File: src/wsp_pkg.sv
// ----------------------------------------------------------------------------
// wsp_pkg
// Types and constants shared by the WAV stream parser modules.
// ----------------------------------------------------------------------------
`default_nettype none

package wsp_pkg;

   typedef enum logic [6:0] {
      PH_RIFF  = 7'b0000001,
      PH_CHUNK = 7'b0000010,
      PH_FMT   = 7'b0000100,
      PH_SKIP  = 7'b0001000,
      PH_AUDIO = 7'b0010000,
      PH_DONE  = 7'b0100000,
      PH_ERROR = 7'b1000000
   } wsp_phase_type;

   localparam logic [2:0] ST_FRAME       = 3'd0;
   localparam logic [2:0] ST_END_OK      = 3'd1;
   localparam logic [2:0] ST_NOT_WAVE    = 3'd2;
   localparam logic [2:0] ST_FMT_LARGE   = 3'd3;
   localparam logic [2:0] ST_FMT_SMALL   = 3'd4;
   localparam logic [2:0] ST_UNSUPPORTED = 3'd5;
   localparam logic [2:0] ST_INCOMPLETE  = 3'd6;

   localparam logic [31:0] TAG_FMT  = 32'h2074_6D66;
   localparam logic [31:0] TAG_DATA = 32'h6174_6164;

   localparam logic [15:0] PCM_FORMAT    = 16'd1;
   localparam logic [15:0] STEREO_COUNT  = 16'd2;
   localparam logic [15:0] SAMPLE_DEPTH  = 16'd16;
   localparam logic [31:0] DEFAULT_RATE  = 32'd44100;

   typedef struct packed {
      logic        valid;
      logic [2:0]  status;
      logic [15:0] left_sample;
      logic [15:0] right_sample;
      logic        last_frame;
      logic [1:0]  discarded_bytes;
   } wsp_result_type;

   function automatic logic [7:0] riff_expect(input logic [3:0] idx);
      logic [7:0] value;
      case (idx)
         4'd0:    value = 8'h52;
         4'd1:    value = 8'h49;
         4'd2:    value = 8'h46;
         4'd3:    value = 8'h46;
         4'd8:    value = 8'h57;
         4'd9:    value = 8'h41;
         4'd10:   value = 8'h56;
         4'd11:   value = 8'h45;
         default: value = 8'h00;
      endcase
      return value;
   endfunction

endpackage

`default_nettype wire

File: src/wsp_parse_core.sv
// ----------------------------------------------------------------------------
// wsp_parse_core
// Parser state and the per-byte update; gives the result of the current item.
// ----------------------------------------------------------------------------
`default_nettype none

module wsp_parse_core #(
   parameter int FMT_BUFFER_BYTES = 512
) (
   input  wire logic                  clock,
   input  wire logic                  reset,
   input  wire logic                  accept,
   input  wire logic                  mode,
   input  wire logic [7:0]            data_byte,
   input  wire logic [31:0]           expected_rate,
   output wsp_pkg::wsp_result_type    result
);
   import wsp_pkg::*;

   localparam int CountWidth = $clog2(FMT_BUFFER_BYTES + 1);
   localparam logic [CountWidth-1:0] FmtLimit = CountWidth'(FMT_BUFFER_BYTES);
   localparam logic [CountWidth-1:0] FmtMin   = CountWidth'(16);
   localparam logic [CountWidth-1:0] FmtLast  = CountWidth'(15);
   localparam logic [CountWidth-1:0] RiffLast = CountWidth'(11);
   localparam logic [CountWidth-1:0] ChunkLast = CountWidth'(7);

   wsp_phase_type         phase_ff, phase_in;
   logic [CountWidth-1:0] header_count_ff, header_count_in;
   logic                  riff_mismatch_ff, riff_mismatch_in;
   logic [31:0]           chunk_tag_ff, chunk_tag_in;
   logic [31:0]           chunk_left_ff, chunk_left_in;
   logic [15:0]           format_code_ff, format_code_in;
   logic [15:0]           channel_total_ff, channel_total_in;
   logic [31:0]           rate_seen_ff, rate_seen_in;
   logic [15:0]           sample_bits_ff, sample_bits_in;
   logic                  format_seen_ff, format_seen_in;
   logic                  data_seen_ff, data_seen_in;
   logic [23:0]           partial_frame_ff, partial_frame_in;
   logic [1:0]            partial_count_ff, partial_count_in;
   logic [2:0]            err_code_ff, err_code_in;

   logic [7:0] expect_byte;
   logic       mismatch;
   logic       raise;
   logic [2:0] raise_code;

   assign expect_byte = riff_expect(header_count_ff[3:0]);
   assign mismatch = riff_mismatch_ff | ((expect_byte != 8'h00) && (expect_byte != data_byte));

   always_comb begin
      phase_in         = phase_ff;
      header_count_in  = header_count_ff;
      riff_mismatch_in = riff_mismatch_ff;
      chunk_tag_in     = chunk_tag_ff;
      chunk_left_in    = chunk_left_ff;
      format_code_in   = format_code_ff;
      channel_total_in = channel_total_ff;
      rate_seen_in     = rate_seen_ff;
      sample_bits_in   = sample_bits_ff;
      format_seen_in   = format_seen_ff;
      data_seen_in     = data_seen_ff;
      partial_frame_in = partial_frame_ff;
      partial_count_in = partial_count_ff;
      err_code_in      = err_code_ff;
      result           = '0;
      raise            = 1'b0;
      raise_code       = ST_INCOMPLETE;

      if (accept) begin
         if (mode) begin
            if (phase_ff == PH_ERROR) begin
               result.valid  = 1'b1;
               result.status = err_code_ff;
            end else if (!format_seen_ff || !data_seen_ff) begin
               raise      = 1'b1;
               raise_code = ST_INCOMPLETE;
            end else begin
               result.valid           = 1'b1;
               result.status          = ST_END_OK;
               result.discarded_bytes = partial_count_ff;
               partial_count_in       = 2'd0;
               partial_frame_in       = 24'd0;
               phase_in               = PH_DONE;
            end
         end else begin
            case (phase_ff)
               PH_RIFF: begin
                  riff_mismatch_in = mismatch;
                  header_count_in  = header_count_ff + 1'b1;
                  if (header_count_ff == RiffLast) begin
                     if (mismatch) begin
                        raise      = 1'b1;
                        raise_code = ST_NOT_WAVE;
                     end else begin
                        header_count_in = '0;
                        phase_in        = PH_CHUNK;
                     end
                  end
               end
               PH_CHUNK: begin
                  if (!header_count_ff[2]) begin
                     chunk_tag_in[{header_count_ff[1:0], 3'b000} +: 8] = data_byte;
                  end else begin
                     chunk_left_in[{header_count_ff[1:0], 3'b000} +: 8] = data_byte;
                  end
                  header_count_in = header_count_ff + 1'b1;
                  if (header_count_ff == ChunkLast) begin
                     header_count_in = '0;
                     if (chunk_tag_in == TAG_FMT) begin
                        phase_in = PH_FMT;
                     end else if (chunk_tag_in == TAG_DATA) begin
                        if ((format_code_ff != PCM_FORMAT) ||
                            (channel_total_ff != STEREO_COUNT) ||
                            (rate_seen_ff != expected_rate) ||
                            (sample_bits_ff != SAMPLE_DEPTH)) begin
                           raise      = 1'b1;
                           raise_code = ST_UNSUPPORTED;
                        end else begin
                           data_seen_in = 1'b1;
                           phase_in = (chunk_left_in == 32'd0) ? PH_DONE : PH_AUDIO;
                        end
                     end else begin
                        phase_in = (chunk_left_in == 32'd0) ? PH_CHUNK : PH_SKIP;
                     end
                  end
               end
               PH_FMT: begin
                  if (chunk_left_ff == 32'd0) begin
                     raise      = 1'b1;
                     raise_code = ST_FMT_SMALL;
                  end else if (header_count_ff >= FmtLimit) begin
                     raise      = 1'b1;
                     raise_code = ST_FMT_LARGE;
                  end else begin
                     if (header_count_ff < FmtMin) begin
                        case (header_count_ff[3:0])
                           4'd0:    format_code_in[7:0]    = data_byte;
                           4'd1:    format_code_in[15:8]   = data_byte;
                           4'd2:    channel_total_in[7:0]  = data_byte;
                           4'd3:    channel_total_in[15:8] = data_byte;
                           4'd4:    rate_seen_in[7:0]      = data_byte;
                           4'd5:    rate_seen_in[15:8]     = data_byte;
                           4'd6:    rate_seen_in[23:16]    = data_byte;
                           4'd7:    rate_seen_in[31:24]    = data_byte;
                           4'd14:   sample_bits_in[7:0]    = data_byte;
                           4'd15:   sample_bits_in[15:8]   = data_byte;
                           default: ;
                        endcase
                     end
                     header_count_in = header_count_ff + 1'b1;
                     chunk_left_in   = chunk_left_ff - 32'd1;
                     if (chunk_left_ff == 32'd1) begin
                        if (header_count_ff < FmtLast) begin
                           raise      = 1'b1;
                           raise_code = ST_FMT_SMALL;
                        end else begin
                           format_seen_in  = 1'b1;
                           header_count_in = '0;
                           phase_in        = PH_CHUNK;
                        end
                     end
                  end
               end
               PH_SKIP: begin
                  chunk_left_in = chunk_left_ff - 32'd1;
                  if (chunk_left_ff == 32'd1) begin
                     phase_in = PH_CHUNK;
                  end
               end
               PH_AUDIO: begin
                  chunk_left_in = chunk_left_ff - 32'd1;
                  if (partial_count_ff != 2'd3) begin
                     partial_frame_in[{partial_count_ff, 3'b000} +: 8] = data_byte;
                     partial_count_in = partial_count_ff + 2'd1;
                  end else begin
                     result.valid        = 1'b1;
                     result.status       = ST_FRAME;
                     result.left_sample  = partial_frame_ff[15:0];
                     result.right_sample = {data_byte, partial_frame_ff[23:16]};
                     result.last_frame   = (chunk_left_ff == 32'd1);
                     partial_frame_in    = 24'd0;
                     partial_count_in    = 2'd0;
                  end
                  if (chunk_left_ff == 32'd1) begin
                     phase_in = PH_DONE;
                  end
               end
               default: ;
            endcase
         end

         if (raise) begin
            phase_in      = PH_ERROR;
            err_code_in   = raise_code;
            result        = '0;
            result.valid  = 1'b1;
            result.status = raise_code;
         end
      end
   end

   always_ff @(posedge clock) begin
      if (reset) begin
         phase_ff         <= PH_RIFF;
         header_count_ff  <= '0;
         riff_mismatch_ff <= 1'b0;
         chunk_tag_ff     <= 32'd0;
         chunk_left_ff    <= 32'd0;
         format_code_ff   <= 16'd0;
         channel_total_ff <= 16'd0;
         rate_seen_ff     <= 32'd0;
         sample_bits_ff   <= 16'd0;
         format_seen_ff   <= 1'b0;
         data_seen_ff     <= 1'b0;
         partial_frame_ff <= 24'd0;
         partial_count_ff <= 2'd0;
         err_code_ff      <= 3'd0;
      end else begin
         phase_ff         <= phase_in;
         header_count_ff  <= header_count_in;
         riff_mismatch_ff <= riff_mismatch_in;
         chunk_tag_ff     <= chunk_tag_in;
         chunk_left_ff    <= chunk_left_in;
         format_code_ff   <= format_code_in;
         channel_total_ff <= channel_total_in;
         rate_seen_ff     <= rate_seen_in;
         sample_bits_ff   <= sample_bits_in;
         format_seen_ff   <= format_seen_in;
         data_seen_ff     <= data_seen_in;
         partial_frame_ff <= partial_frame_in;
         partial_count_ff <= partial_count_in;
         err_code_ff      <= err_code_in;
      end
   end

endmodule

`default_nettype wire

File: src/wav_stream_parser.sv
// A result item appears in the output register in the cycle after its byte is taken.
// Throughput: one byte per cycle while req_stall is low; the parser state updates in a single pass per byte.
// req_stall is high only while the output register holds an item and rsp_stall is high.
// Reset (synchronous): parser returns to the RIFF header phase, all captured fields and
// the sticky error clear, the output register empties, the rate register returns to 44100.
// ----------------------------------------------------------------------------
// wav_stream_parser
// Byte-serial RIFF/WAVE PCM parser giving 16-bit stereo frames and status items.
// ----------------------------------------------------------------------------
`default_nettype none

module wav_stream_parser #(
   parameter int FMT_BUFFER_BYTES = 512
) (
   input  wire logic        clock,
   input  wire logic        reset,
   input  wire logic        csr_wr_en,
   input  wire logic [31:0] csr_wr_data,
   input  wire logic        req_valid,
   output logic             req_stall,
   input  wire logic        req_mode,
   input  wire logic [7:0]  req_data_byte,
   output logic             rsp_valid,
   input  wire logic        rsp_stall,
   output logic [2:0]       rsp_status,
   output logic signed [15:0] rsp_left_sample,
   output logic signed [15:0] rsp_right_sample,
   output logic             rsp_last_frame,
   output logic [1:0]       rsp_discarded_bytes
);
   import wsp_pkg::*;

   logic [31:0]    expected_rate_ff;
   logic           rsp_valid_ff;
   wsp_result_type rsp_data_ff;
   wsp_result_type result;
   logic           req_accept;
   logic           out_load;

   assign req_stall  = rsp_valid_ff && rsp_stall;
   assign req_accept = req_valid && !req_stall;
   assign out_load   = !rsp_valid_ff || !rsp_stall;

   wsp_parse_core #(
      .FMT_BUFFER_BYTES(FMT_BUFFER_BYTES)
   ) u_core (
      .clock        (clock),
      .reset        (reset),
      .accept       (req_accept),
      .mode         (req_mode),
      .data_byte    (req_data_byte),
      .expected_rate(expected_rate_ff),
      .result       (result)
   );

   always_ff @(posedge clock) begin
      if (reset) begin
         expected_rate_ff <= DEFAULT_RATE;
      end else if (csr_wr_en) begin
         expected_rate_ff <= csr_wr_data;
      end
   end

   always_ff @(posedge clock) begin
      if (reset) begin
         rsp_valid_ff <= 1'b0;
      end else if (out_load) begin
         rsp_valid_ff <= result.valid;
      end
   end

   always_ff @(posedge clock) begin
      if (out_load) begin
         rsp_data_ff <= result;
      end
   end

   assign rsp_valid           = rsp_valid_ff;
   assign rsp_status          = rsp_data_ff.status;
   assign rsp_left_sample     = rsp_data_ff.left_sample;
   assign rsp_right_sample    = rsp_data_ff.right_sample;
   assign rsp_last_frame      = rsp_data_ff.last_frame;
   assign rsp_discarded_bytes = rsp_data_ff.discarded_bytes;

endmodule

`default_nettype wire

File: config.mk
export PLATFORM = sky130hd
export DESIGN_NAME = wav_stream_parser
export DESIGN_NICKNAME = d
export VERILOG_FILES = /design/src/wsp_pkg.sv /design/src/wsp_parse_core.sv /design/src/wav_stream_parser.sv
export SDC_FILE = /design/constraint.sdc
export NUM_CORES = 1
export LEC_CHECK = 0
export BUFFER_PORTS_ARGS = -buffer_cell sky130_fd_sc_hd__buf_4
export CORE_UTILIZATION = 43
export DETAILED_ROUTE_END_ITERATION = 10
export GPL_TIMING_DRIVEN = 0
export PLACE_DENSITY_LB_ADDON = 0.08
export SLEW_MARGIN = 20
export SYNTH_ARGS = -nofsm -noshare
export SYNTH_HDL_FRONTEND = slang
export SYNTH_SLANG_ARGS = --single-unit
File: constraint.sdc
create_clock -name clock -period 3.4 [get_ports clock]
set_input_delay 0.17 -clock clock [delete_from_list [all_inputs] [get_ports clock]]
set_output_delay 0.17 -clock clock [all_outputs]
set_load 0.01 [all_outputs]
==> metrics.md <==
| Metric | Value |
|---|---|
| Unrepaired setup endpoints after global routing | no |
| Crit end category | flop |
| Ys async rst share | 0 |
| Setup TNS | 0 ns |
| Setup violations, final | 0 |
| Worst Skew | 0.0161 ns |
| Pwr Density | 439 nW/um^2 |
| Synth top area share | 0.350 |
| Routed length on met1 | 20100 um |
| Simple-Gate Fraction of Synth Area | 0.288 |
| Root Driver | clkbuf_16 |
| WL met3 | 3410 um |
| TritonCTS clock tree | yes |
| Routed len/inst | 20.5 um |
| Non-filler cells, final | 2179 |
| CP Class | reg2reg |
| DR iter-0 viols | 1164 |
| Nets | 1825 |
| TritonCTS Sinks | 270 |
| Mean post-synth cell area | 8.22 sq um |
| Die height | 178 um |
| Ys Warns | 0 |
| Die Width | 178 um |
| Yosys reg bits | 270 |
| Drt first pass iters | 5 |
| Initial antenna violation count | 0 |
| Mux contribution to synthesized area | 0.0385 |
| Overall via count from detail_route | 12600 |
| Compound-gate portion of the synthesized area | 0.155 |
| I/O pin count | 86 |
| RR Startpoint | u_core.chunk_left_ff[8]$_SDFFE_PP0P_ |
| Fmax | 307 MHz |
| Total length of routed met2 wires | 19800 um |
| Worst setup SP type | flop |
| Slew HR | 0.278 |
| Syn Nets | 1675 |
| Post-Synth Adder-Cell Area | 0.0113 |
| Die area | 31600 sq um |
| DP Worst Slack | -0.685 ns |
| Top Family by Delay on Critical Path | simple AND/OR/NAND/NOR gates |
| Main synth FF type | dfxtp_1 |
| Post-DP HPWL | 31600 um |
| Final period util | 0.958 |
| Hold Startpoint | rsp_stall |
| Max-Cap Viols | 0 |
| Routed Antenna Nets | 0 |
| Routability cong. | 0.930 |
| # H-tree levels | 1 |
| CP required | 3.84 ns |
| Library cells used by synthesis | 100 |
| CTS Buf Count | 30 |
| Dpl cells | 2085 |
| Final WS setup | 0.142 ns |
| # port buffers | 76 |
| FP Rows | 63 |
| Slew Limit Fails | 0 |
| Final core occ | 0.528 |
| Area leader, netlist | dfxtp_1 |
| Critical path cell sequence | clkbuf_1 > nor4_1 > nand4_1 > nor2_4 > buf_4 > o21ai_2 > nand3_2 > nor2_1 > and3_1 > a2111oi_0 |
| Starting density of the core | 0.442 |
| Main combinational cell family by area after synthesis | simple AND/OR/NAND/NOR gates |
| Final worst path period need | 3.26 ns |
| Core area | 30000 sq um |
| WP buf/inv | 2 |
| Worst-Margin Slew | 1.06 ns |
| Total routed wirelength | 44600 um |
| CP max stage cell | nor4_1 |
| First-pass GRT wire length | 68400 um |
| Top-count cell post-synth | nand2_1 |
| Via count of the first global-routing pass | 11800 |
| Area delta synth->final | 19.4% |
| Syn Std Cell Area | 13300 sq um |
| Post-Synth XOR/XNOR Area | 0.0316 |
| GRT Total Usage | 0.282 |
| Share of cells above drive strength 1 | 0.122 |
| Hold WS | 0.0650 ns |
| Maximum VDD drop | 0.000380 V |
| Leak Pwr | 5.74 nW |
| Largest net degree at the start of global routing | 32 |
| CP peak stage delay | 0.55 ns |
| Outcome | finished clean |
| Highest routed layer | met4 |
| Worst-path maximum fanout | 10 |
| R2R cell count | 10 |
| Crit path DAT | 3.70 ns |
| Worst hold path depth | 2 |
| # diodes | 0 |
| Clk slew on worst S/H paths | 0.06 ns |
| Gr ovfl total | 0 |
| Worst hold endpoint | rsp_discarded_bytes[1]$_SDFFCE_PP0N_ |
| CTS max path bufs | 3 |
| Reg2reg setup slack | 0.14 ns |
| HP Class | in2reg |
| Gate Count Post-Synth | 1617 |
| DRC viols | 0 |
| Hold Vio Cnt, Final | 0 |
| Top post-synthesis cells by area | dfxtp_1 (35%), edfxtp_1 (8.6%), nand2_1 (7.1%), a21oi_1 (6.4%), nor2_1 (5.0%) |
| EDFF count, synth | 38 |
| RR Endpoint | u_core.chunk_left_ff[30]$_SDFFE_PP0P_ |
| Worst-Skew Late Latency | 0.58 ns |
| Via density | 5.78 |
| Top cells by count, synth | nand2_1 (251), dfxtp_1 (232), nor2_1 (178) |
| Sequential fraction of the synthesis area | 0.435 |
[per-layer routing]
metal	vias to the layer above	GRT usage
met2	539	0.447
met3	78	0.0381
met5	-	0
met4	0	0.0912
li1	5997	-
met1	5976	0.393
[cell families after synthesis]
logic type / count (synthesis)
fa+ha+maj: 12
compound gates: 336
buf+inv: 133
flops: 270
xor+xnor: 48
simple gates: 767
mux: 51
[sequential cells by signal, indices dropped and copies added, names as in the netlist, 2 cells and up]
name	count
u_core.sample_bits_ff	16
u_core.phase_ff	7
rsp_status	3
u_core.expect_byte	6
u_core.chunk_tag_ff	32
u_core.partial_count_ff	2
rsp_right_sample	16
u_core.err_code_ff	3
u_core.format_code_ff	16
u_core.channel_total_ff	16
u_core.header_count_ff	10
rsp_left_sample	16
u_core.chunk_left_ff	32
expected_rate_ff	32
u_core.rate_seen_ff	32
rsp_discarded_bytes	2
u_core.partial_frame_ff	24
[worst reg2reg max path, stage by stage, from the launching register on]
cell,delay (ns)
dfxtp_1,0.29
clkbuf_1,0.19
nor4_1,0.56
nand4_1,0.32
nor2_4,0.27
buf_4,0.24
o21ai_2,0.14
nand3_2,0.29
nor2_1,0.23
and3_1,0.24
a2111oi_0,0.35
[cell type report]
type	count	area [sq um]
Buffer	116	493
Clock buffer	45	847
Clock inverter	9	97.6
Fill cell	2911	14200
Inverter	16	60.1
Multi-Input combinational cell	1214	7090
Sequential cell	270	5790
Tap cell	390	488
Timing Repair Buffer	119	993
[metrics by stage]
stage | cell area [sq um] | total power [mW]
2_1_floorplan | 13300 | 3.64
3_3_place_gp | 14300 | 3.85
3_5_place_dp | 14400 | 3.86
4_1_cts | 15800 | 7.00
5_1_grt | 15900 | 7.20
6_report | 15900 | 6.97
[what timing repair did]
action / 4_1_cts / 5_1_grt
gates resized for setup: 15 / 28
pin swaps: 4 / 4
hold endpoints to repair: 44 / 0
setup buffers: 3 / 3
endpoints found under the setup margin: 45 / 89
hold buffers: 35 / 0
[power by group]
part	internal (mW)	switching (mW)	leakage [nW]
clock	1.79	1.33	0.461
sequential	3.28	0.0348	2.33
combinational	0.195	0.329	2.94
total	5.27	1.70	5.74
[cells in the final DEF, fill, tap and decap left out, drive strengths merged, types with 7 or more instances in the layout]
cell type and n:
a21oi 172, o21ai 59, or4 8, dlygate4sd3 35
a211oi 12, nand4 21, dfxtp 232, a211o 7
buf 114, xnor2 44, nor4b 8, nor2 184
and3 18, a22oi 11, nor4 35, a31oi 10
nor2b 15, nor3b 7, a2111oi 8, edfxtp 38
clkinv 7, and2 47, or3 15, inv 16
clkbuf 131, nor3 39, or2 8, ha 12
nand2 251, nand3b 9, mux2i 50, nand3 74
[worst max-delay path by stage]
stage,startpoint,to,slack (ns),depth (start not counted)
floorplan,u_core.header_count_ff[0]$_SDFFE_PP0P_,rsp_status[1]$_SDFFCE_PN0N_,0.29,12
global placement,u_core.header_count_ff[0]$_SDFFE_PP0P_,u_core.phase_ff[5]$_SDFFE_PP0P_,-0.60,12
detailed placement,u_core.header_count_ff[0]$_SDFFE_PP0P_,u_core.phase_ff[5]$_SDFFE_PP0P_,-0.69,12
CTS,u_core.header_count_ff[0]$_SDFFE_PP0P_,u_core.phase_ff[5]$_SDFFE_PP0P_,0.01,12
global route,u_core.header_count_ff[2]$_SDFFE_PP0P_,u_core.phase_ff[5]$_SDFFE_PP0P_,0.02,11
finish,u_core.chunk_left_ff[8]$_SDFFE_PP0P_,u_core.chunk_left_ff[30]$_SDFFE_PP0P_,0.14,10
Note: power is estimated with default switching activity, not from simulation.
